$ cat src/rtl/ckms_pkg.sv
// ----------------------------------------------------------------------------
// ckms_pkg: shared types and constants of the capacitive key matrix scanner
// Field widths, register defaults and the structs passed between the
// sequencer, the key store and the top level.
// ----------------------------------------------------------------------------
package ckms_pkg;

  // Geometry limits and defaults
  localparam int RowsDef = 8;
  localparam int ColsDef = 16;
  localparam int RowW    = 3;
  localparam int ColW    = 4;
  localparam int BitsW   = 16;
  localparam int TickW   = 8;

  // Configuration register indexes
  localparam int CfgIdxW = 2;
  localparam logic [CfgIdxW-1:0] CFG_SELECT_DELAY = 2'd0;
  localparam logic [CfgIdxW-1:0] CFG_ENABLE       = 2'd1;
  localparam logic [CfgIdxW-1:0] CFG_RECOVER      = 2'd2;

  // Register reset values
  localparam logic [TickW-1:0] SelectDelayRst = 8'd1;
  localparam logic [TickW-1:0] EnableRst      = 8'd2;
  localparam logic [TickW-1:0] RecoverRst     = 8'd25;

  // Store write request from the sequencer
  typedef struct packed {
    logic             we;
    logic [RowW-1:0]  row;
    logic [BitsW-1:0] data;
  } store_wr_t;

  // Per-item result fields produced by the sequencer
  typedef struct packed {
    logic [RowW-1:0] row_select;
    logic [ColW-1:0] col_select;
    logic            hys_drive;
    logic            enable_drive;
    logic            busy_res;
    logic            scan_done;
    logic            any_changed;
  } seq_res_t;

endpackage

$ cat src/rtl/ckms_store.sv
// ----------------------------------------------------------------------------
// ckms_store: key matrix store
// One write port, two registered read ports with write-through. Rows not yet
// written read as zero through per-row valid bits cleared at reset.
// ----------------------------------------------------------------------------
module ckms_store #(
  parameter int ROWS = ckms_pkg::RowsDef
) (
  input  logic                       clk_i,
  input  logic                       rst_ni,
  input  logic                       en_i,
  input  ckms_pkg::store_wr_t        wr_i,
  input  logic [ckms_pkg::RowW-1:0]  addr_a_i,
  input  logic [ckms_pkg::RowW-1:0]  addr_b_i,
  output logic [ckms_pkg::BitsW-1:0] rdata_a_o,
  output logic [ckms_pkg::BitsW-1:0] rdata_b_o
);
  import ckms_pkg::*;

  localparam int RowAw = (ROWS > 1) ? $clog2(ROWS) : 1;

  logic [BitsW-1:0] mem_q [ROWS];
  logic [ROWS-1:0]  valid_q;
  logic [BitsW-1:0] rdata_a_q;
  logic [BitsW-1:0] rdata_b_q;
  logic [BitsW-1:0] rd_a_d;
  logic [BitsW-1:0] rd_b_d;
  logic             do_wr;

  assign do_wr = en_i && wr_i.we;

  // Read with write-through so the reported row reflects this item's update
  always_comb begin
    if (32'(addr_a_i) >= ROWS) begin
      rd_a_d = '0;
    end else if (do_wr && (wr_i.row == addr_a_i)) begin
      rd_a_d = wr_i.data;
    end else if (!valid_q[addr_a_i[RowAw-1:0]]) begin
      rd_a_d = '0;
    end else begin
      rd_a_d = mem_q[addr_a_i[RowAw-1:0]];
    end

    if (32'(addr_b_i) >= ROWS) begin
      rd_b_d = '0;
    end else if (do_wr && (wr_i.row == addr_b_i)) begin
      rd_b_d = wr_i.data;
    end else if (!valid_q[addr_b_i[RowAw-1:0]]) begin
      rd_b_d = '0;
    end else begin
      rd_b_d = mem_q[addr_b_i[RowAw-1:0]];
    end
  end

  always_ff @(posedge clk_i) begin
    if (do_wr) begin
      mem_q[wr_i.row[RowAw-1:0]] <= wr_i.data;
    end
  end

  always_ff @(posedge clk_i or negedge rst_ni) begin
    if (!rst_ni) begin
      valid_q   <= '0;
      rdata_b_q <= '0;
    end else if (en_i) begin
      if (wr_i.we) begin
        valid_q[wr_i.row[RowAw-1:0]] <= 1'b1;
      end
      rdata_b_q <= rd_b_d;
    end
  end

  always_ff @(posedge clk_i) begin
    if (en_i) begin
      rdata_a_q <= rd_a_d;
    end
  end

  assign rdata_a_o = rdata_a_q;
  assign rdata_b_o = rdata_b_q;

endmodule

$ cat src/rtl/ckms_seq.sv
// ----------------------------------------------------------------------------
// ckms_seq: scan sequencer
// Phase, phase timer, key position and change flag; one time unit per
// accepted item. Also holds the timing registers.
// ----------------------------------------------------------------------------
module ckms_seq #(
  parameter int ROWS = ckms_pkg::RowsDef,
  parameter int COLS = ckms_pkg::ColsDef
) (
  input  logic                         clk_i,
  input  logic                         rst_ni,
  input  logic                         cfg_we_i,
  input  logic [ckms_pkg::CfgIdxW-1:0] cfg_idx_i,
  input  logic [ckms_pkg::TickW-1:0]   cfg_wdata_i,
  input  logic                         acc_i,
  input  logic                         start_i,
  input  logic                         sense_i,
  input  logic [ckms_pkg::BitsW-1:0]   cur_bits_i,
  output ckms_pkg::seq_res_t           res_o,
  output ckms_pkg::store_wr_t          wr_o,
  output logic [ckms_pkg::RowW-1:0]    row_next_o
);
  import ckms_pkg::*;

  localparam logic [1:0] PH_IDLE    = 2'd0;
  localparam logic [1:0] PH_SELECT  = 2'd1;
  localparam logic [1:0] PH_ENABLE  = 2'd2;
  localparam logic [1:0] PH_RECOVER = 2'd3;

  localparam logic [BitsW-1:0] ColMask = BitsW'((33'd1 << COLS) - 33'd1);
  localparam logic [RowW:0]    RowsN   = (RowW + 1)'(ROWS);
  localparam logic [ColW:0]    ColsN   = (ColW + 1)'(COLS);

  logic [TickW-1:0] sel_ticks_q, en_ticks_q, rec_ticks_q;
  logic [1:0]       phase_q, phase_d;
  logic [TickW-1:0] timer_q, timer_d;
  logic [RowW-1:0]  row_q, row_d;
  logic [ColW-1:0]  col_q, col_d;
  logic             chg_q, chg_d;

  logic [1:0]       ph;
  logic             chg;
  logic             stored;
  logic             nb;
  logic             advance;
  logic             done;
  logic [TickW-1:0] tmr_inc;
  logic [BitsW-1:0] bit_sel;

  always_ff @(posedge clk_i or negedge rst_ni) begin
    if (!rst_ni) begin
      sel_ticks_q <= SelectDelayRst;
      en_ticks_q  <= EnableRst;
      rec_ticks_q <= RecoverRst;
    end else if (cfg_we_i) begin
      case (cfg_idx_i)
        CFG_SELECT_DELAY: sel_ticks_q <= cfg_wdata_i;
        CFG_ENABLE:       en_ticks_q  <= cfg_wdata_i;
        CFG_RECOVER:      rec_ticks_q <= cfg_wdata_i;
        default: ;
      endcase
    end
  end

  always_comb begin
    // Start request from idle opens a scan at key 0
    ph  = phase_q;
    chg = chg_q;
    if ((phase_q == PH_IDLE) && start_i) begin
      ph  = PH_SELECT;
      chg = 1'b0;
    end

    stored  = cur_bits_i[col_q];
    nb      = ~sense_i;
    bit_sel = BitsW'(1) << col_q;
    tmr_inc = timer_q + 1'b1;
    advance = 1'b0;
    done    = 1'b0;

    phase_d = ph;
    timer_d = (ph == phase_q) ? timer_q : '0;
    row_d   = row_q;
    col_d   = col_q;
    chg_d   = chg;

    wr_o.we   = 1'b0;
    wr_o.row  = row_q;
    wr_o.data = nb ? ((cur_bits_i | bit_sel) & ColMask) : (cur_bits_i & ~bit_sel & ColMask);

    res_o.row_select   = row_q;
    res_o.col_select   = col_q;
    res_o.hys_drive    = 1'b0;
    res_o.enable_drive = 1'b0;
    res_o.busy_res     = (ph != PH_IDLE);

    case (ph)
      PH_SELECT: begin
        res_o.hys_drive = stored;
        if (timer_d < sel_ticks_q) begin
          timer_d = timer_d + 1'b1;
        end else begin
          phase_d = PH_ENABLE;
          timer_d = '0;
        end
      end
      PH_ENABLE: begin
        res_o.hys_drive    = stored;
        res_o.enable_drive = 1'b1;
        if (timer_q < en_ticks_q) begin
          timer_d = tmr_inc;
        end else begin
          // Sample the sense line into the stored bit
          wr_o.we = 1'b1;
          if (nb != stored) begin
            chg_d = 1'b1;
          end
          timer_d = '0;
          if (rec_ticks_q == '0) begin
            advance = 1'b1;
          end else begin
            phase_d = PH_RECOVER;
          end
        end
      end
      PH_RECOVER: begin
        timer_d = tmr_inc;
        if (tmr_inc >= rec_ticks_q) begin
          advance = 1'b1;
        end
      end
      default: ;
    endcase

    // Step to the next key, row inner and column outer
    if (advance) begin
      timer_d = '0;
      if (({1'b0, row_q} + 1'b1) < RowsN) begin
        row_d   = row_q + 1'b1;
        phase_d = PH_SELECT;
      end else begin
        row_d = '0;
        if (({1'b0, col_q} + 1'b1) < ColsN) begin
          col_d   = col_q + 1'b1;
          phase_d = PH_SELECT;
        end else begin
          col_d   = '0;
          phase_d = PH_IDLE;
          done    = 1'b1;
        end
      end
    end

    res_o.scan_done   = done;
    res_o.any_changed = done & chg_d;
  end

  assign row_next_o = row_d;

  always_ff @(posedge clk_i or negedge rst_ni) begin
    if (!rst_ni) begin
      phase_q <= PH_IDLE;
      timer_q <= '0;
      row_q   <= '0;
      col_q   <= '0;
      chg_q   <= 1'b0;
    end else if (acc_i) begin
      phase_q <= phase_d;
      timer_q <= timer_d;
      row_q   <= row_d;
      col_q   <= col_d;
      chg_q   <= chg_d;
    end
  end

  // A finished scan leaves the sequencer idle
  assert property (@(posedge clk_i) disable iff (!rst_ni)
    acc_i && res_o.scan_done |=> phase_q == PH_IDLE)
    else $error("ckms_seq: not idle after scan end");

  // The store is written only on the sample unit of the enable phase
  assert property (@(posedge clk_i) disable iff (!rst_ni)
    wr_o.we |-> phase_q == PH_ENABLE)
    else $error("ckms_seq: store write outside enable phase");

  // Idle always parks on key 0
  assert property (@(posedge clk_i) disable iff (!rst_ni)
    phase_q == PH_IDLE |-> row_q == '0 && col_q == '0)
    else $error("ckms_seq: idle away from key 0");

  // Key position stays inside the matrix
  assert property (@(posedge clk_i) disable iff (!rst_ni)
    ({1'b0, row_q} < RowsN) && ({1'b0, col_q} < ColsN))
    else $error("ckms_seq: key position out of range");

endmodule

$ cat src/rtl/capacitive_key_matrix_scanner_unit.sv
// ----------------------------------------------------------------------------
// capacitive_key_matrix_scanner_unit: capacitive key matrix scanner
// Sequences select, enable, sample and recovery for every key of the matrix
// and keeps the pressed state of each key with hysteresis feedback.
// ----------------------------------------------------------------------------
// Each input request is one time unit of the scan and yields exactly one
// result request. The unit takes a request in every clock cycle as long as
// the output register is empty or being drained; a result appears in the cycle
// after its request is taken and holds while m_axis_tready is low. A start
// request from idle begins a scan over all ROWS x COLS keys (rows inner,
// columns outer); each key costs select_delay_ticks + 1 select units,
// enable_ticks enable units, one sample unit and recover_ticks recovery
// units. The sense level is sampled on the sample unit, low meaning pressed.
// Hysteresis is driven while a key is selected and enabled if that key read
// pressed on the previous scan. The result that closes a scan carries tlast
// and the any_changed flag. row_bits always reports the stored row named by
// read_row, including any update made by the same request. The key store
// reads as all zero after reset with no clearing pass. Timing registers may
// be rewritten at any time and take effect on the next time unit.
// ----------------------------------------------------------------------------
module capacitive_key_matrix_scanner_unit #(
  parameter int ROWS = ckms_pkg::RowsDef,
  parameter int COLS = ckms_pkg::ColsDef
) (
  input  logic                         clk_i,
  input  logic                         rst_ni,
  // Timing registers
  input  logic                         cfg_we_i,
  input  logic [ckms_pkg::CfgIdxW-1:0] cfg_idx_i,
  input  logic [ckms_pkg::TickW-1:0]   cfg_wdata_i,
  // Time-unit requests
  input  logic                         s_axis_tvalid,
  output logic                         s_axis_tready,
  // [0] scan_start, [1] key_sense, [4:2] read_row, [7:5] zero
  input  logic [7:0]                   s_axis_tdata,
  // Results
  output logic                         m_axis_tvalid,
  input  logic                         m_axis_tready,
  // [2:0] row_select, [6:3] col_select, [7] hys_drive, [8] enable_drive,
  // [9] busy_res, [10] any_changed, [26:11] row_bits, [31:27] zero
  output logic [31:0]                  m_axis_tdata,
  // scan_done
  output logic                         m_axis_tlast
);
  import ckms_pkg::*;

  logic                acc;
  logic                out_valid_q;
  seq_res_t            res_q;
  seq_res_t            res;
  store_wr_t           wr;
  logic [RowW-1:0]     row_next;
  logic [BitsW-1:0]    cur_bits;
  logic [BitsW-1:0]    row_bits;

  // Accept whenever the output register is free or draining this cycle
  assign s_axis_tready = !out_valid_q || m_axis_tready;
  assign acc           = s_axis_tvalid && s_axis_tready;

  ckms_seq #(
    .ROWS(ROWS),
    .COLS(COLS)
  ) u_seq (
    .clk_i      (clk_i),
    .rst_ni     (rst_ni),
    .cfg_we_i   (cfg_we_i),
    .cfg_idx_i  (cfg_idx_i),
    .cfg_wdata_i(cfg_wdata_i),
    .acc_i      (acc),
    .start_i    (s_axis_tdata[0]),
    .sense_i    (s_axis_tdata[1]),
    .cur_bits_i (cur_bits),
    .res_o      (res),
    .wr_o       (wr),
    .row_next_o (row_next)
  );

  // Port A feeds the reported row straight into the result; port B tracks
  // the row of the key under scan for the next time unit.
  ckms_store #(
    .ROWS(ROWS)
  ) u_store (
    .clk_i    (clk_i),
    .rst_ni   (rst_ni),
    .en_i     (acc),
    .wr_i     (wr),
    .addr_a_i (s_axis_tdata[4:2]),
    .addr_b_i (row_next),
    .rdata_a_o(row_bits),
    .rdata_b_o(cur_bits)
  );

  // Hold the result until taken
  always_ff @(posedge clk_i or negedge rst_ni) begin
    if (!rst_ni) begin
      out_valid_q <= 1'b0;
    end else if (acc) begin
      out_valid_q <= 1'b1;
    end else if (m_axis_tready) begin
      out_valid_q <= 1'b0;
    end
  end

  always_ff @(posedge clk_i) begin
    if (acc) begin
      res_q <= res;
    end
  end

  assign m_axis_tvalid = out_valid_q;
  assign m_axis_tlast  = res_q.scan_done;
  assign m_axis_tdata  = {5'b0, row_bits, res_q.any_changed, res_q.busy_res,
                          res_q.enable_drive, res_q.hys_drive, res_q.col_select,
                          res_q.row_select};

endmodule
$ cat config.mk
export PLATFORM = sky130hd
export DESIGN_NAME = capacitive_key_matrix_scanner_unit
export DESIGN_NICKNAME = d
export VERILOG_FILES = /design/src/rtl/ckms_pkg.sv /design/src/rtl/ckms_store.sv /design/src/rtl/ckms_seq.sv /design/src/rtl/capacitive_key_matrix_scanner_unit.sv
export SDC_FILE = /design/constraint.sdc
export NUM_CORES = 1
export LEC_CHECK = 0
export ABC_AREA = 0
export BUFFER_PORTS_ARGS = -buffer_cell sky130_fd_sc_hd__buf_2
export CORE_MARGIN = 3
export CORE_UTILIZATION = 56
export DETAILED_ROUTE_END_ITERATION = 10
export GPL_TIMING_DRIVEN = 0
export PLACE_DENSITY = 0.77
export SYNTH_ARGS = -nofsm -noshare
export SYNTH_HDL_FRONTEND = slang
export SYNTH_SLANG_ARGS = --single-unit
$ cat constraint.sdc
create_clock -name clk_i -period 3.3 [get_ports clk_i]
set_input_delay 0.33 -clock clk_i [delete_from_list [all_inputs] [get_ports clk_i]]
set_output_delay 0.33 -clock clk_i [all_outputs]
set_load 0.02 [all_outputs]
Word-level counts from Yosys, hierarchy flattened
Memories as Yosys holds them, arrays and structs flattened.
Index checks and enable logic that the tools add are counted.
Word-level totals
  register bits after elaboration: 95
  bits in latches: 0
  memory bits (writable): 128
  bits in read-only memories: 0
  input port bits: 23
  output and inout port bits: 35
  memories kept: 1
Memory list
  u_store.mem_q: depth 8, bits a word 16, rd ports 2, clocked after Yosys merged registers in 0, wr ports 1, line ckms_store.sv:22  | logic [BitsW-1:0] mem_q [ROWS];
Operators by class
  add/sub/neg operators: 6
  multipliers: 0
  divide/modulo/power cells: 0
  magnitude comparators: 10
  eq/ne operators: 9
  shifts and indexed selects: 1
  mux-type cells: 47
  bitwise logic cells: 7
  reduce and logical (&&, ||, !) cells: 19
Operator list (number)
  2-to-1 mux 16 bit: 5
  2-to-1 mux 8 bit: 4
  case mux 8 bit (3 select lines): 1
  2-to-1 mux 1 bit: 22
  adder 8 x 1 -> 8 bit (second input constant): 2
  bitwise AND 16 bit: 1
  < comparator 8 bit: 2
  inverter 16 bit: 1
  bitwise OR 16 bit: 1
  left shift 1 x 4 -> 16 bit (first input constant): 1
  < comparator 3 x 4 -> 1 bit (second input constant): 3
  2-to-1 mux 2 bit: 6
  >= comparator 8 bit: 1
  zero test 8 bit: 1
  bitwise OR 8 bit: 1
  AND reduction 2 bit: 4
  binary-select mux 1 bit (select 3 bit): 2
  == test 2 bit (second input constant): 3
  == test 3 bit: 2
  logical AND 1 bit: 6
  2-to-1 mux 3 bit: 2
  adder 4 x 1 -> 5 bit (second input constant): 1
  < comparator 4 x 5 -> 1 bit (second input constant): 1
  < comparator 5 bit (second input constant): 1
  other kinds (21): 25

Logic depth before layout (Yosys ltp)
Gate-level depths: netlist (run 1).
  depth in word-level cells: 10
  mapped depth: 14
  gate-level depth less buffers: 13

By module
Synthesis (run 1) repeated with hierarchy kept, for this count alone.
Second synthesis, totals
  cell total of the unflattened synthesis: 796
  area total of the unflattened synthesis: 11340.9 um2
Modules (own cells, without submodules)
  ckms_store: times used 1, cells each 420, area each 7627.3 um2, seq. area each 4924.7 um2
  ckms_seq: times used 1, cells each 354, area each 3258.1 um2, seq. area each 1057.3 um2
  capacitive_key_matrix_scanner_unit: times used 1, cells each 22, area each 455.4 um2, seq. area each 385.4 um2

Worst setup path after synthesis (run 1)
Ideal clock, no wire load.
  kind: register -> register
  from: register u_seq.en_ticks_q[1]
  to: memory u_store.mem_q[2][0], enable pin
  arrival time: 3.107 ns
  required time: 2.889 ns
  setup slack: -0.217 ns
  cell stages (with the launch flop): 9
  path buffers: 1
  clock period less this slack: 3.517 ns
  cells stage by stage: dfstp_2 > inv_1 > ha_1 > a2111oi_4 > nor3_1 > nor2_1 > or4_1 > buf_4 > nor3_1
On the way
  longest elaborated chain between the ends: 6
Ends and longest elaborated chain
  start: declaration: line ckms_seq.sv:34  | logic [TickW-1:0] sel_ticks_q, en_ticks_q, rec_ticks_q;
  start signal: assignment: line ckms_seq.sv:53  | en_ticks_q <= EnableRst;
  start signal: assignment: line ckms_seq.sv:58  | CFG_ENABLE: en_ticks_q <= cfg_wdata_i;
  < comparator 8 bit: line ckms_seq.sv:110  | if (timer_q < en_ticks_q) begin
  2-to-1 mux 1 bit: line ckms_seq.sv:110
  2-to-1 mux 1 bit: line ckms_seq.sv:97  | case (ph)
  logical AND 1 bit: line ckms_store.sv:30  | assign do_wr = en_i && wr_i.we;
  2-to-1 mux 1 bit: line ckms_store.sv:56  | if (do_wr) begin
  2-to-1 mux 1 bit (not written as such): line ckms_store.sv:57  | mem_q[wr_i.row[RowAw-1:0]] <= wr_i.data;
  end: declaration: line ckms_store.sv:22
No other way between the ends.

Worst setup path in the final report (run 1)
  from: register u_seq.timer_q[1]
  to: register u_store.rdata_b_q[5] (netlist: u_store.rdata_b_o[5])
On the way
  longest elaborated chain between the ends: 9
  elaborated cells between the ends (all ways): 17
Ends and longest elaborated chain
  start: declaration: line ckms_seq.sv:36  | logic [TickW-1:0] timer_q, timer_d;
  start signal: assignment: line ckms_seq.sv:169  | timer_q <= timer_d;
  adder 8 x 1 -> 8 bit: line ckms_seq.sv:77  | tmr_inc = timer_q + 1'b1;
  >= comparator 8 bit: line ckms_seq.sv:128  | if (tmr_inc >= rec_ticks_q) begin
  2-to-1 mux 1 bit: line ckms_seq.sv:128
  case mux 1 bit (2 select lines): line ckms_seq.sv:97
  2-to-1 mux 3 bit: line ckms_seq.sv:136  | if (advance) begin
  binary-select mux 1 bit (select 3 bit): line ckms_store.sv:48  | end else if (!valid_q[addr_b_i[RowAw-1:0]]) begin
  2-to-1 mux 1 bit (not written as such): line ckms_store.sv:48
  2-to-1 mux 16 bit: line ckms_store.sv:48
  2-to-1 mux 16 bit (*): line ckms_store.sv:46  | end else if (do_wr && (wr_i.row == addr_b_i)) begin
  end signal: assignment: line ckms_store.sv:69  | rdata_b_q <= rd_b_d;
  end: declaration: line ckms_store.sv:25  | logic [BitsW-1:0] rdata_b_q;
Every way passes the cells marked *; elsewhere a longest branch is shown, timed or not. The select of a mux whose other input is x is not followed.
A chain may end at the register's enable or synchronous reset.

==> impl_results.rst, run 1 <==
.. list-table::
   :header-rows: 1

   * - Metric
     - Value
   * - Crit path max-delay family
     - compound AO/OA/AOI/OAI gates
   * - Clock Skews
     - around 18 ps
   * - Mapped Avg Cell Area
     - 12.6 sq um
   * - Placeable core region
     - 20,400 sq um
   * - Critical path peak fanout
     - 5
   * - Combinational family with the most area after synthesis
     - multiplexers
   * - Layer carrying the most global-route usage
     - met2
   * - Width of the die
     - about 150 microns
   * - Proportion of netlist area held by the largest area contributor
     - 0.402
   * - Arrival time of data at the critical path endpoint
     - 4090 ps
   * - Total grt overflow
     - 0
   * - Most frequent cells in the layout
     - 156 x sky130_fd_sc_hd__edfxtp_1, 130 x sky130_fd_sc_hd__nand2_1, 58 x sky130_fd_sc_hd__dfrtp_1
   * - Cell depth of the worst flop-to-flop path
     - 14
   * - Average wire per standard cell
     - approximately 25 microns
   * - Clock edge transition at the registers on the reported setup and hold paths
     - 70 ps
   * - Leakage power figure
     - ~5.5 nW
   * - Level count of the clock H-tree
     - 1
   * - Number of iterations in the first detailed-routing pass
     - 8
   * - Hold worst-path end
     - m_axis_tvalid
   * - Cell with the largest stage delay on the worst path
     - sky130_fd_sc_hd__a311o_2
   * - Count of distinct cell types in the synthesized netlist
     - 72
   * - Via count of the first global-routing pass
     - 8,544
   * - Setup repair after global routing missed its margin
     - true
   * - Xor-xnor portion of the synthesized cell area
     - 0.0113
   * - Power Total
     - around 12 mW
   * - Reg-to-reg slack, setup
     - -380 ps
   * - CTS tree
     - done
   * - Number of instances on the worst hold path
     - 2
   * - Drt via density
     - 6.52
   * - Seq/Total Area, Yosys
     - 0.546
   * - Power density normalized to cell area
     - 829 nW/um^2
   * - Fraction of the mapped netlist area in adder cells
     - 0.0332
   * - Num ports
     - 58
   * - Critical path capture point type
     - register
   * - Endpoint of the lowest-slack register-to-register path
     - u_store.rdata_b_o[5]
   * - Buffers added on ports
     - 45
   * - Relative slew slack
     - 0.147
   * - Initial Util
     - 0.573
   * - Result of the run
     - finished, violations left
   * - Most common cell on crit path
     - sky130_fd_sc_hd__and3_4
   * - Setup Viol. Count Final
     - 20
   * - Fraction of synthesis flops using an asynchronous set or reset pin
     - 0.300
   * - Tmin final
     - 3680 ps
   * - Number of cells produced by synthesis
     - 927
   * - Met1 track demand over resource in global routing
     - 0.406
   * - Number of endpoints with negative hold slack in the final report
     - 0
   * - Most area-consuming cells after synthesis
     - sky130_fd_sc_hd__edfxtp_1 40%, sky130_fd_sc_hd__dfrtp_1 13%, sky130_fd_sc_hd__mux4_2 7.7%, sky130_fd_sc_hd__nand2_1 4.4%, sky130_fd_sc_hd__mux2i_1 3.5%
   * - Count of state elements after synthesis
     - 223
   * - Syn. warnings
     - 0
   * - Antenna diode count
     - 0
   * - Total half-perimeter wirelength after legalization and detailed placement
     - 20.9 mm
   * - Most used DFF post-synth
     - sky130_fd_sc_hd__edfxtp_1
   * - Launch instance of the worst register-to-register path
     - u_seq.timer_q[1]
   * - Floorplan die height
     - 150 microns
   * - Crit Path Class
     - register to register
   * - Fraction of the mapped netlist area in simple logic gates
     - 0.113
   * - CTS root buf
     - sky130_fd_sc_hd__clkbuf_16
   * - Placement Setup Slack
     - -907 ps
   * - Buffer depth of the longest clock path
     - 3
   * - Antenna viol nets, final
     - 0
   * - Slew at the pin with the worst max-slew slack
     - around 1300 ps
   * - Number of buffer and inverter instances along the worst setup path
     - 1
   * - Filler Cells Inserted
     - roughly 1,300
   * - Total routing usage reported by global routing
     - 0.291
   * - Yosys top cell by area
     - sky130_fd_sc_hd__edfxtp_1
   * - Largest net degree at the start of global routing
     - 68
   * - DR vias
     - 8,694
   * - Placed instance count
     - 1,257
   * - Max-capacitance violation count
     - 0
   * - Critical path startpoint category
     - register
   * - Area delta synth->final
     - 22.8%
   * - Post-Syn Area
     - 11,700 sq um
   * - M2 GR Usage
     - 0.455
   * - Number of design-rule violations left by the first detailed-router iteration
     - ~880
   * - Peak clock frequency supported by timing
     - roughly 270 MHz
   * - Post-detailed-route DRC marker count
     - 0
   * - EDFF count, synth
     - roughly 160
   * - Peak supply drop
     - 0.496 mV
   * - CP max stage delay
     - 480 ps
   * - Share of final-layout standard cells stronger than drive strength 1
     - 0.315
   * - Antenna violations before repair
     - 0
   * - Failing checks
     - setup timing
   * - Final #Nets
     - 1,101
   * - Number of sinks driven by the clock tree
     - 223
   * - Crit-path cells
     - and3_4 > and3_4 > nand3_4 > xnor2_2 > ha_1 > nand3_2 > a211oi_4 > nor2_2 > a311o_2 > nor2_4 > clkbuf_16 > nand2_1 > a32o_2 > o41ai_2
   * - Most common cell after layout, fill and taps aside
     - sky130_fd_sc_hd__edfxtp_1
   * - Portion of the clock cycle consumed by the worst path in the final layout
     - 1.12
   * - Num CTS Buffers
     - 23
   * - Synth Area in Compound Gates
     - 0.117
   * - Crit path setup slack, layout
     - -382 ps
   * - Final weighted congestion in routability-driven placement
     - 0.935
   * - Total number of placement rows
     - 52
   * - Utilization after layout
     - 0.703
   * - Global routing usage on met3
     - 0.0665
   * - Overall die area
     - 22,600 sq um
   * - Data required, critical path
     - 3710 ps
   * - Hold Crit Class
     - primary input to register
   * - Mux share of post-synthesis cell area
     - 0.144
   * - Max Slew Vio Count
     - 0
   * - Filler-free cell count of the finished design
     - 1,334
   * - Wire length of the first global-routing pass
     - 49.6 mm
   * - Final Routed Wirelength
     - ~33 mm
   * - Source-to-sink clock delay at the later pin of the worst-skew pair
     - ~530 ps
   * - Worst hold path startpoint
     - s_axis_tvalid
[cells by family (layout without fill, tap and decap cells)]
group / count (synthesis) / after routing
muxes: 114 / 114
other: 1 / 5
adders and majority gates: 31 / 31
xor gates and xnor gates: 15 / 15
buffers and inverters: 94 / 227
DFF: 223 / 223
AOI/OAI and AO/OA: 171 / 171
and+or+nand+nor: 278 / 278
[sequential cells by signal, summed over array words and instances (netlist names), 2 cells and up]
signal,flops
u_store.mem_q,128
m_axis_tdata,11
u_store.valid_q,8
u_seq.row_q,3
u_seq.sel_ticks_q,8
u_seq.timer_q,8
u_seq.rec_ticks_q,8
u_store.rdata_a_o,16
u_store.rdata_b_o,16
u_seq.phase_q,2
u_seq.en_ticks_q,8
u_seq.col_q,4
[repair_timing]
| item | 4_1_cts | 5_1_grt |
|---|---|---|
| gates resized for setup | 118 | 30 |
| buffers inserted | 23 | 7 |
| pin swaps | 44 | 14 |
| cloned | 3 | 1 |
| hold buffers | 1 | 0 |
| endpoints found under the setup margin | 67 | 57 |
| endpoints found under the hold margin | 62 | 0 |
[where the power goes]
group	leakage (nW)	internal [mW]	switching [mW]
clock network	0.397	1.67	1.11
registers	2.25	3.40	0.238
logic	2.88	2.35	3.11
total	5.53	7.41	4.46
[Yosys cell counts, types with 9 or more instances]
library cell,instances
sky130_fd_sc_hd__nor3_1,9
sky130_fd_sc_hd__o21ai_0,40
sky130_fd_sc_hd__nand3_1,22
sky130_fd_sc_hd__dfrtp_1,62
sky130_fd_sc_hd__a32o_1,15
sky130_fd_sc_hd__nor2b_1,9
sky130_fd_sc_hd__and3_1,20
sky130_fd_sc_hd__a21oi_1,12
sky130_fd_sc_hd__mux4_2,40
sky130_fd_sc_hd__nand2_1,138
sky130_fd_sc_hd__edfxtp_1,156
sky130_fd_sc_hd__mux2_2,33
sky130_fd_sc_hd__inv_1,36
sky130_fd_sc_hd__clkbuf_1,33
sky130_fd_sc_hd__o21a_1,9
sky130_fd_sc_hd__a22oi_1,19
sky130_fd_sc_hd__ha_1,31
sky130_fd_sc_hd__nor2_1,44
sky130_fd_sc_hd__mux2i_1,41
sky130_fd_sc_hd__o41ai_2,9
sky130_fd_sc_hd__buf_2,10
sky130_fd_sc_hd__o31ai_1,19
[how the worst max path moves through the flow]
| stage | slack [ps] | end | startpoint | cells after the start |
|---|---|---|---|---|
| final | -380 | u_store.rdata_b_o[5] | u_seq.timer_q[1] | 14 |
| after global routing | -480 | u_store.rdata_b_o[6] | u_seq.timer_q[1] | 15 |
| after detailed placement | -910 | u_store.rdata_b_o[10] | u_seq.timer_q[4] | 13 |
| after floorplan | -220 | u_store.mem_q[2][0] | u_seq.en_ticks_q[1] | 8 |
| after global placement | -1800 | u_store.mem_q[6][8] | u_seq.timer_q[2] | 8 |
| after CTS | -280 | u_store.rdata_b_o[11] | u_seq.timer_q[1] | 15 |
[metrics by stage]
step | instance area [sq um] | hold slack (ps) | TNS, ps
after CTS | 14100 | 24.5 | -3870
after global placement | 12200 | 435 | -181050
final | 14300 | 34.1 | -6150
after detailed placement | 12400 | 463 | -22830
after floorplan | 11700 | 34.4 | -14460
after global routing | 14300 | 30.9 | -7750
[metal layers]
layer  part of all wire  wire, microns
met5                  0              0
met4              0.033           1120
met3               0.10           3460
met2               0.47          15700
met1               0.39          13200
[area by class of cell]
cell class | instances | area (sq um) | area share
flip-flops and latches | 223 | 6370 | 0.445
clock buffers | 32 | 671 | 0.0468
clock inverters | 10 | 144 | 0.0100
inverters | 38 | 143 | 0.00996
well taps | 270 | 338 | 0.0236
multi-input cells | 614 | 5490 | 0.383
plain buffers | 56 | 417 | 0.0291
repair buffers | 91 | 753 | 0.0526
Note: power is estimated with default switching activity, not from simulation.
==> inputs of run 2 (changes only) <==
Settings changed: ABC_AREA 0 to 1.
==> impl_results.rst, run 2 <==
.. list-table::
   :header-rows: 1

   * - Metric
     - Value
   * - Largest net degree at the start of global routing
     - 68 (unchanged)
   * - Most common cell after layout, fill and taps aside
     - sky130_fd_sc_hd__inv_1
   * - Sequential Area
     - 6370 sq um (about the same)
   * - Clock Skews
     - 20.1 ps (+1.64 ps)
   * - Wire length of the first global-routing pass
     - 56.7 mm (+14%)
   * - Crit path setup slack, layout
     - -233 ps (+149 ps)
   * - Antenna violations before repair
     - 0 (unchanged)
   * - Max-capacitance violation count
     - 0 (unchanged)
   * - Buffer depth of the longest clock path
     - 3 (unchanged)
   * - Final #Nets
     - 1,616 (+47%)
   * - Placeable core region
     - 21,200 sq um (+4.2%)
   * - Peak clock frequency supported by timing
     - 283 MHz (+4.2%)
   * - Crit Path Class
     - register to register
   * - Hold Crit Class
     - primary input to register
   * - Most area-consuming cells after synthesis
     - sky130_fd_sc_hd__edfxtp_1 38%, sky130_fd_sc_hd__dfrtp_1 13%, sky130_fd_sc_hd__o21ai_0 8.1%, sky130_fd_sc_hd__nand2_1 6.8%, sky130_fd_sc_hd__inv_1 6.5%
   * - Placed instance count
     - 1,767 (+41%)
   * - CTS root buf
     - sky130_fd_sc_hd__clkbuf_16
   * - Cell with the largest stage delay on the worst path
     - sky130_fd_sc_hd__dfrtp_2
   * - Most frequent cells in the layout
     - 208 x sky130_fd_sc_hd__inv_1, 179 x sky130_fd_sc_hd__nand2_1, 177 x sky130_fd_sc_hd__o21ai_0
   * - Average wire per standard cell
     - 20.8 microns (-17%)
   * - Post-Syn Area
     - 12,200 sq um (+4.9%)
   * - Clock edge transition at the registers on the reported setup and hold paths
     - 70 ps (about the same)
   * - Critical path capture point type
     - register
   * - Tmin final
     - 3530 ps (-149 ps)
   * - Number of cells produced by synthesis
     - 1,437 (+55%)
   * - Crit path max-delay family
     - simple AND/OR/NAND/NOR gates
   * - Width of the die
     - 154 microns (+2.3%)
   * - Leakage power figure
     - 6.67 nW (+21%)
   * - Power Total
     - 13.3 mW (+12%)
   * - Power density normalized to cell area
     - 883 nW/um^2 (+6.5%)
   * - Via count of the first global-routing pass
     - 10,100 (+18%)
   * - Yosys top cell by area
     - sky130_fd_sc_hd__edfxtp_1
   * - Peak supply drop
     - 0.577 mV (+16%)
   * - Commonest cells in the netlist
     - 221 x sky130_fd_sc_hd__nand2_1, 211 x sky130_fd_sc_hd__inv_1, 199 x sky130_fd_sc_hd__o21ai_0, 156 x sky130_fd_sc_hd__edfxtp_1, 144 x sky130_fd_sc_hd__nand3_1
   * - Number of design-rule violations left by the first detailed-router iteration
     - 1,468 (+67%)
   * - Arrival time of data at the critical path endpoint
     - 3990 ps (-100 ps)
   * - Data required, critical path
     - 3760 ps (+50 ps)
   * - Seq/Total Area, Yosys
     - 0.520 (-0.0256)
   * - Finished layout cell area
     - 15,000 sq um (+5.0%)
   * - Antenna viol nets, final
     - 0 (unchanged)
   * - Post-detailed-route DRC marker count
     - 0 (unchanged)
   * - Result of the run
     - finished, violations left
   * - Mapped Avg Cell Area
     - 8.52 sq um (-32%)
   * - Num ports
     - 58 (unchanged)
   * - Total number of placement rows
     - 53 (+1.9%)
   * - Max Slew Vio Count
     - 0 (unchanged)
   * - Fraction of synthesis flops using an asynchronous set or reset pin
     - 0.300 (unchanged)
   * - Initial Util
     - 0.577 (+0.00396)
   * - Num CTS Buffers
     - 24 (+4.3%)
   * - Critical path startpoint category
     - register
   * - Critical path peak fanout
     - 7 (+2)
   * - CP max stage delay
     - 410 ps (-70 ps)
   * - Count of state elements after synthesis
     - 223 (unchanged)
   * - Drt via density
     - 6.02 (-7.6%)
   * - Antenna diode count
     - 0 (unchanged)
   * - EDFF count, synth
     - 156 (unchanged)
   * - Filler-free cell count of the finished design
     - 1,855 (+39%)
   * - CTS tree
     - done
   * - Filler Cells Inserted
     - 1,588 (+23%)
   * - Buffers added on ports
     - 48 (+6.7%)
   * - Most used DFF post-synth
     - sky130_fd_sc_hd__edfxtp_1
   * - Number of iterations in the first detailed-routing pass
     - 6 (-2)
   * - Number of endpoints with negative hold slack in the final report
     - 0 (unchanged)
   * - Crit-path cells
     - inv_2 > nor3_4 > nand3_2 > nor3_4 > xor2_2 > ha_1 > nand2_1 > inv_1 > nor3_2 > nand2_2 > nand2_8 > buf_6 > nand3_4 > nand2_8 > buf_6 > nand3_2 > nand2_2 > nand2_2 > nand2_4 > buf_6 > buf_6 > nand2_2 > a21oi_2
   * - Number of buffer and inverter instances along the worst setup path
     - 6 (+5)
   * - Number of sinks driven by the clock tree
     - 223 (unchanged)
   * - Relative slew slack
     - 0.0631 (-0.0844)
   * - Overall die area
     - 23,700 sq um (+4.7%)
   * - Total routing usage reported by global routing
     - 0.304 (+0.0131)
   * - Total half-perimeter wirelength after legalization and detailed placement
     - 26.0 mm (+24%)
   * - Placed cell areas
     - 12,900 sq um (+3.7%)
   * - Multi-input gate area
     - 5360 sq um (-2.3%)
   * - Setup repair after global routing missed its margin
     - true
   * - DR vias
     - 11,200 (+29%)
   * - Final Hold Slack
     - 80.0 ps (+45.9 ps)
   * - Total grt overflow
     - 0 (unchanged)
   * - Proportion of netlist area held by the largest area contributor
     - 0.383 (-0.0188)
   * - Count of distinct cell types in the synthesized netlist
     - 44 (-39%)
   * - Slew at the pin with the worst max-slew slack
     - 1390 ps (+125 ps)
   * - Share of final-layout standard cells stronger than drive strength 1
     - 0.226 (-0.0889)
   * - Final Routed Wirelength
     - 38.5 mm (+15%)
   * - Portion of the clock cycle consumed by the worst path in the final layout
     - 1.07 (-0.0453)
   * - Source-to-sink clock delay at the later pin of the worst-skew pair
     - 530 ps (about the same)
   * - Area delta synth->final
     - 22.9%
   * - Most common cell in the synthesized netlist
     - sky130_fd_sc_hd__nand2_1
   * - Syn. warnings
     - 0 (unchanged)
   * - Failing checks
     - setup timing
   * - Setup Viol. Count Final
     - 64 (+220%)
   * - Final weighted congestion in routability-driven placement
     - 0.959 (+2.5%)
   * - Floorplan die height
     - 154 microns (+2.3%)
   * - Number of flip-flops under the largest register name
     - 128 (unchanged)
   * - Level count of the clock H-tree
     - 1 (unchanged)
## run 2: cell count changes after synthesis, sizes merged, moves of 41 or more
cell and change:
inv +182, mux2i -41, nor2 +97, o21ai +154, nand2 +104, a21oi +72
nand3 +125
## run 2: worst min-delay path, stage by stage
cell and delay, ps:
sky130_fd_sc_hd__buf_2 90, sky130_fd_sc_hd__inv_1 80, sky130_fd_sc_hd__o21ai_0 90
## run 2: path summary, 6_finish.rpt
check	startpoint	to	slack, ps	cells after the start
max	u_seq.timer_q[1]	u_store.rdata_b_o[2]	-230	23
min	cfg_wdata_i[1]	u_seq.en_ticks_q[1]	80	3
max reg2reg	u_seq.timer_q[1]	u_store.rdata_b_o[2]	-230	23
min reg2reg	u_seq.row_q[2]	m_axis_tdata[2]	440	0
max in group asynchronous	rst_ni	u_seq.timer_q[2]	2220	2
min in group asynchronous	rst_ni	u_seq.col_q[0]	460	2
## run 2: cells by family (layout without fill, tap and decap cells)
logic type / after synthesis / after routing / share of synthesized area
buf+inv: 296 / 434 / 0.0988
fa+ha+maj: 31 / 31 / 0.0317
flops: 223 / 223 / 0.520
compound gates: 315 / 315 / 0.138
xor+xnor: 14 / 14 / 0.0100
other cells: 1 / 5 / 0.000306
simple gates: 557 / 558 / 0.201
## run 2: cell type report
type	instances	share of cell area
Buffer	75	0.0333
Sequential cell	223	0.423
Inverter	220	0.0559
Tap cell	275	0.0229
Clock inverter	15	0.00906
Timing Repair Buffer	95	0.0536
Clock buffer	29	0.0454
Multi-Input combinational cell	923	0.356
## run 2: report_power, final
| part | switching [mW] | internal, mW | total (mW) | leakage [nW] |
|---|---|---|---|---|
| logic | 4.13 | 2.47 | 6.60 | 4.06 |
| registers | 0.281 | 3.59 | 3.87 | 2.20 |
| clock network | 1.17 | 1.64 | 2.82 | 0.408 |
## run 2: metal layers
layer,wire length [microns],track usage,up-vias
met4,1870,0.116,0
met1,15500,0.446,5218
met5,0,0,-
li1,-,-,5055
met2,16900,0.457,751
met3,4190,0.0515,148
## run 2: what timing repair did
| action | in CTS | in global routing |
|---|---|---|
| hold endpoints to repair | 62 | 0 |
| setup endpoints to repair | 42 | 116 |
| gates resized for setup | 77 | 180 |
| gates cloned | 2 | 5 |
| hold buffers | 1 | 0 |
| pin swaps | 21 | 73 |
| buffers inserted | 27 | 11 |
## run 2: metrics by stage
stage,util,TNS [ps],setup WS (ps)
floorplan,-,0,269
global placement,0.605,-35350,-624
finish,0.709,-6490,-233
global route,0.709,-17800,-365
CTS,0.673,-1580,-120
detailed placement,0.608,-15640,-735
==> inputs of run 3 (changes only) <==
Settings changed: SETUP_SLACK_MARGIN from default to 0.5.
==> impl_results.rst, run 3 (synthesized netlist as in run 2, its figures left out) <==
.. list-table::
   :header-rows: 1

   * - Metric
     - Value
   * - DR vias
     - 11,300 (+1.5%)
   * - CTS root buf
     - sky130_fd_sc_hd__clkbuf_16
   * - Total routing usage reported by global routing
     - 0.309 (+0.00498)
   * - Initial Util
     - 0.577 (unchanged)
   * - Wire length of the first global-routing pass
     - 58.3 mm (+2.7%)
   * - Setup Viol. Count Final
     - 16 (-75%)
   * - Post-detailed-route DRC marker count
     - 0 (unchanged)
   * - Max Slew Vio Count
     - 0 (unchanged)
   * - Via count of the first global-routing pass
     - 10,700 (+5.8%)
   * - Clock Skews
     - 18.6 ps (-1.47 ps)
   * - Final #Nets
     - 1,639 (+1.4%)
   * - Share of final-layout standard cells stronger than drive strength 1
     - 0.236 (+0.0103)
   * - Final Routed Wirelength
     - 39.2 mm (+1.8%)
   * - Largest net degree at the start of global routing
     - 68 (unchanged)
   * - Leakage power figure
     - 6.78 nW (+1.6%)
   * - CTS tree
     - done
   * - Number of sinks driven by the clock tree
     - 223 (unchanged)
   * - Total grt overflow
     - 0 (unchanged)
   * - Antenna diode count
     - 0 (unchanged)
   * - Placed cell areas
     - 12,900 sq um (+0.34%)
   * - Slew at the pin with the worst max-slew slack
     - 1360 ps (-33.7 ps)
   * - Critical path capture point type
     - register
   * - Total number of placement rows
     - 53 (unchanged)
   * - Buffer depth of the longest clock path
     - 3 (unchanged)
   * - Setup repair after global routing missed its margin
     - true
   * - Clock edge transition at the registers on the reported setup and hold paths
     - 70 ps (about the same)
   * - Peak clock frequency supported by timing
     - 293 MHz (+3.3%)
   * - Number of endpoints with negative hold slack in the final report
     - 0 (unchanged)
   * - Finished layout cell area
     - 15,200 sq um (+1.2%)
   * - Drt via density
     - 6.04 (+0.23%)
   * - Crit Path Class
     - register to register
   * - Hold Crit Class
     - primary input to register
   * - Number of design-rule violations left by the first detailed-router iteration
     - 1,505 (+2.5%)
   * - Buffers added on ports
     - 48 (unchanged)
   * - Placeable core region
     - 21,200 sq um (unchanged)
   * - Crit path setup slack, layout
     - -118 ps (+114 ps)
   * - Total half-perimeter wirelength after legalization and detailed placement
     - 26.2 mm (+0.75%)
   * - Crit-path cells
     - inv_4 > nor3_4 > nand3_2 > nor3_4 > xor2_2 > ha_1 > nand2_1 > inv_1 > nor3_2 > nand2_2 > nand2_4 > nand2_8 > nand2_8 > nand2_8 > inv_8 > bufbuf_16 > nand3_1 > nand2_1 > nor2_2 > nor2_1 > nand2_1 > a21oi_2
   * - Peak supply drop
     - 0.468 mV (-19%)
   * - Tmin final
     - 3420 ps (-114 ps)
   * - Average wire per standard cell
     - 20.9 microns (+0.53%)
   * - Failing checks
     - setup timing
   * - Max-capacitance violation count
     - 0 (unchanged)
   * - Level count of the clock H-tree
     - 1 (unchanged)
   * - Width of the die
     - 154 microns (unchanged)
   * - Critical path peak fanout
     - 7 (unchanged)
   * - Final Hold Slack
     - 65.8 ps (-14.2 ps)
   * - Relative slew slack
     - 0.0858 (+0.0227)
   * - Antenna violations before repair
     - 0 (unchanged)
   * - Most frequent cells in the layout
     - 205 x sky130_fd_sc_hd__inv_1, 191 x sky130_fd_sc_hd__nand2_1, 156 x sky130_fd_sc_hd__edfxtp_1
   * - Number of iterations in the first detailed-routing pass
     - 6 (unchanged)
   * - CP max stage delay
     - 430 ps (+20 ps)
   * - Critical path startpoint category
     - register
   * - Number of flip-flops under the largest register name
     - 128 (unchanged)
   * - Area delta synth->final
     - 24.4%
   * - Cell with the largest stage delay on the worst path
     - sky130_fd_sc_hd__dfrtp_2
   * - Portion of the clock cycle consumed by the worst path in the final layout
     - 1.04 (-0.0347)
   * - Data required, critical path
     - 3760 ps (about the same)
   * - Most common cell after layout, fill and taps aside
     - sky130_fd_sc_hd__inv_1
   * - Source-to-sink clock delay at the later pin of the worst-skew pair
     - 530 ps (about the same)
   * - Overall die area
     - 23,700 sq um (unchanged)
   * - Final weighted congestion in routability-driven placement
     - 0.941 (-1.8%)
   * - Power density normalized to cell area
     - 861 nW/um^2 (-2.4%)
   * - Arrival time of data at the critical path endpoint
     - 3880 ps (-110 ps)
   * - Num ports
     - 58 (unchanged)
   * - Antenna viol nets, final
     - 0 (unchanged)
   * - Result of the run
     - finished, violations left
   * - Floorplan die height
     - 154 microns (unchanged)
   * - Num CTS Buffers
     - 25 (+4.2%)
## run 3: critical path: cells and delay by family (launching register included)
family | cells | cell delay, ps
AOI/OAI and AO/OA | 1 | 120
xor gates and xnor gates | 1 | 220
adders and majority gates | 1 | 280
buffers and inverters | 4 | 470
DFF | 1 | 430
and+or+nand+nor | 15 | 1790
## run 3: final timing paths
check / startpoint / end / slack [ps] / depth (start not counted)
setup / recovery: u_seq.timer_q[1] / u_store.rdata_b_o[2] / -120 / 22
hold / removal: cfg_wdata_i[3] / u_seq.rec_ticks_q[3] / 70 / 3
setup reg to reg: u_seq.timer_q[1] / u_store.rdata_b_o[2] / -120 / 22
hold reg to reg: u_seq.row_q[2] / m_axis_tdata[2] / 450 / 0
max in group asynchronous: rst_ni / u_seq.timer_q[1] / 2200 / 2
min in group asynchronous: rst_ni / u_seq.col_q[2] / 440 / 2
## run 3: layout make-up
cell class                      count  area, sq um
Clock buffer                       33          697
Fill cell                        1545         5990
Timing Repair Buffer              115          948
Multi-Input combinational cell    923         5350
Inverter                          220          841
Tap cell                          275          344
Timing Repair inverter              1         6.26
Sequential cell                   223         6370
Clock inverter                     13          121
Buffer                             76          557
## run 3: report_power, final
group | switching [mW] | internal [mW] | leakage (nW) | total (mW)
sequential | 0.295 | 3.58 | 2.20 | 3.88
combinational | 4.03 | 2.41 | 4.18 | 6.44
clock | 1.16 | 1.64 | 0.400 | 2.81
## run 3: through the flow
step	utilization	TNS (ps)	std cells	setup slack [ps]	total power [mW]
6_report	0.718	-1050	1879	-118	13.1
5_1_grt	0.718	-3740	1879	-290	13.7
4_1_cts	0.687	-502	1860	-67.7	12.1
3_5_place_dp	0.610	-10570	1768	-414	8.49
3_3_place_gp	0.606	-21430	1764	-406	8.37
2_1_floorplan	-	0	1441	418	7.02
## run 3: what timing repair did
| item | CTS | global route |
|---|---|---|
| endpoints found under the hold margin | 62 | 0 |
| gates cloned | 3 | 3 |
| hold buffers | 1 | 0 |
| endpoints found under the setup margin | 178 | 179 |
| buffers inserted | 42 | 16 |
| pin swaps | 30 | 44 |
| gates resized for setup | 134 | 161 |
## run 3: metal layers
metal / share of wire / vias to the layer above / wire length [microns] / global-route usage
met5: 0 / - / 0 / 0
met4: 0.055 / 0 / 2140 / 0.130
met3: 0.095 / 163 / 3710 / 0.0526
met2: 0.47 / 733 / 18400 / 0.498
met1: 0.38 / 5348 / 14900 / 0.417
li1: - / 5099 / - / -
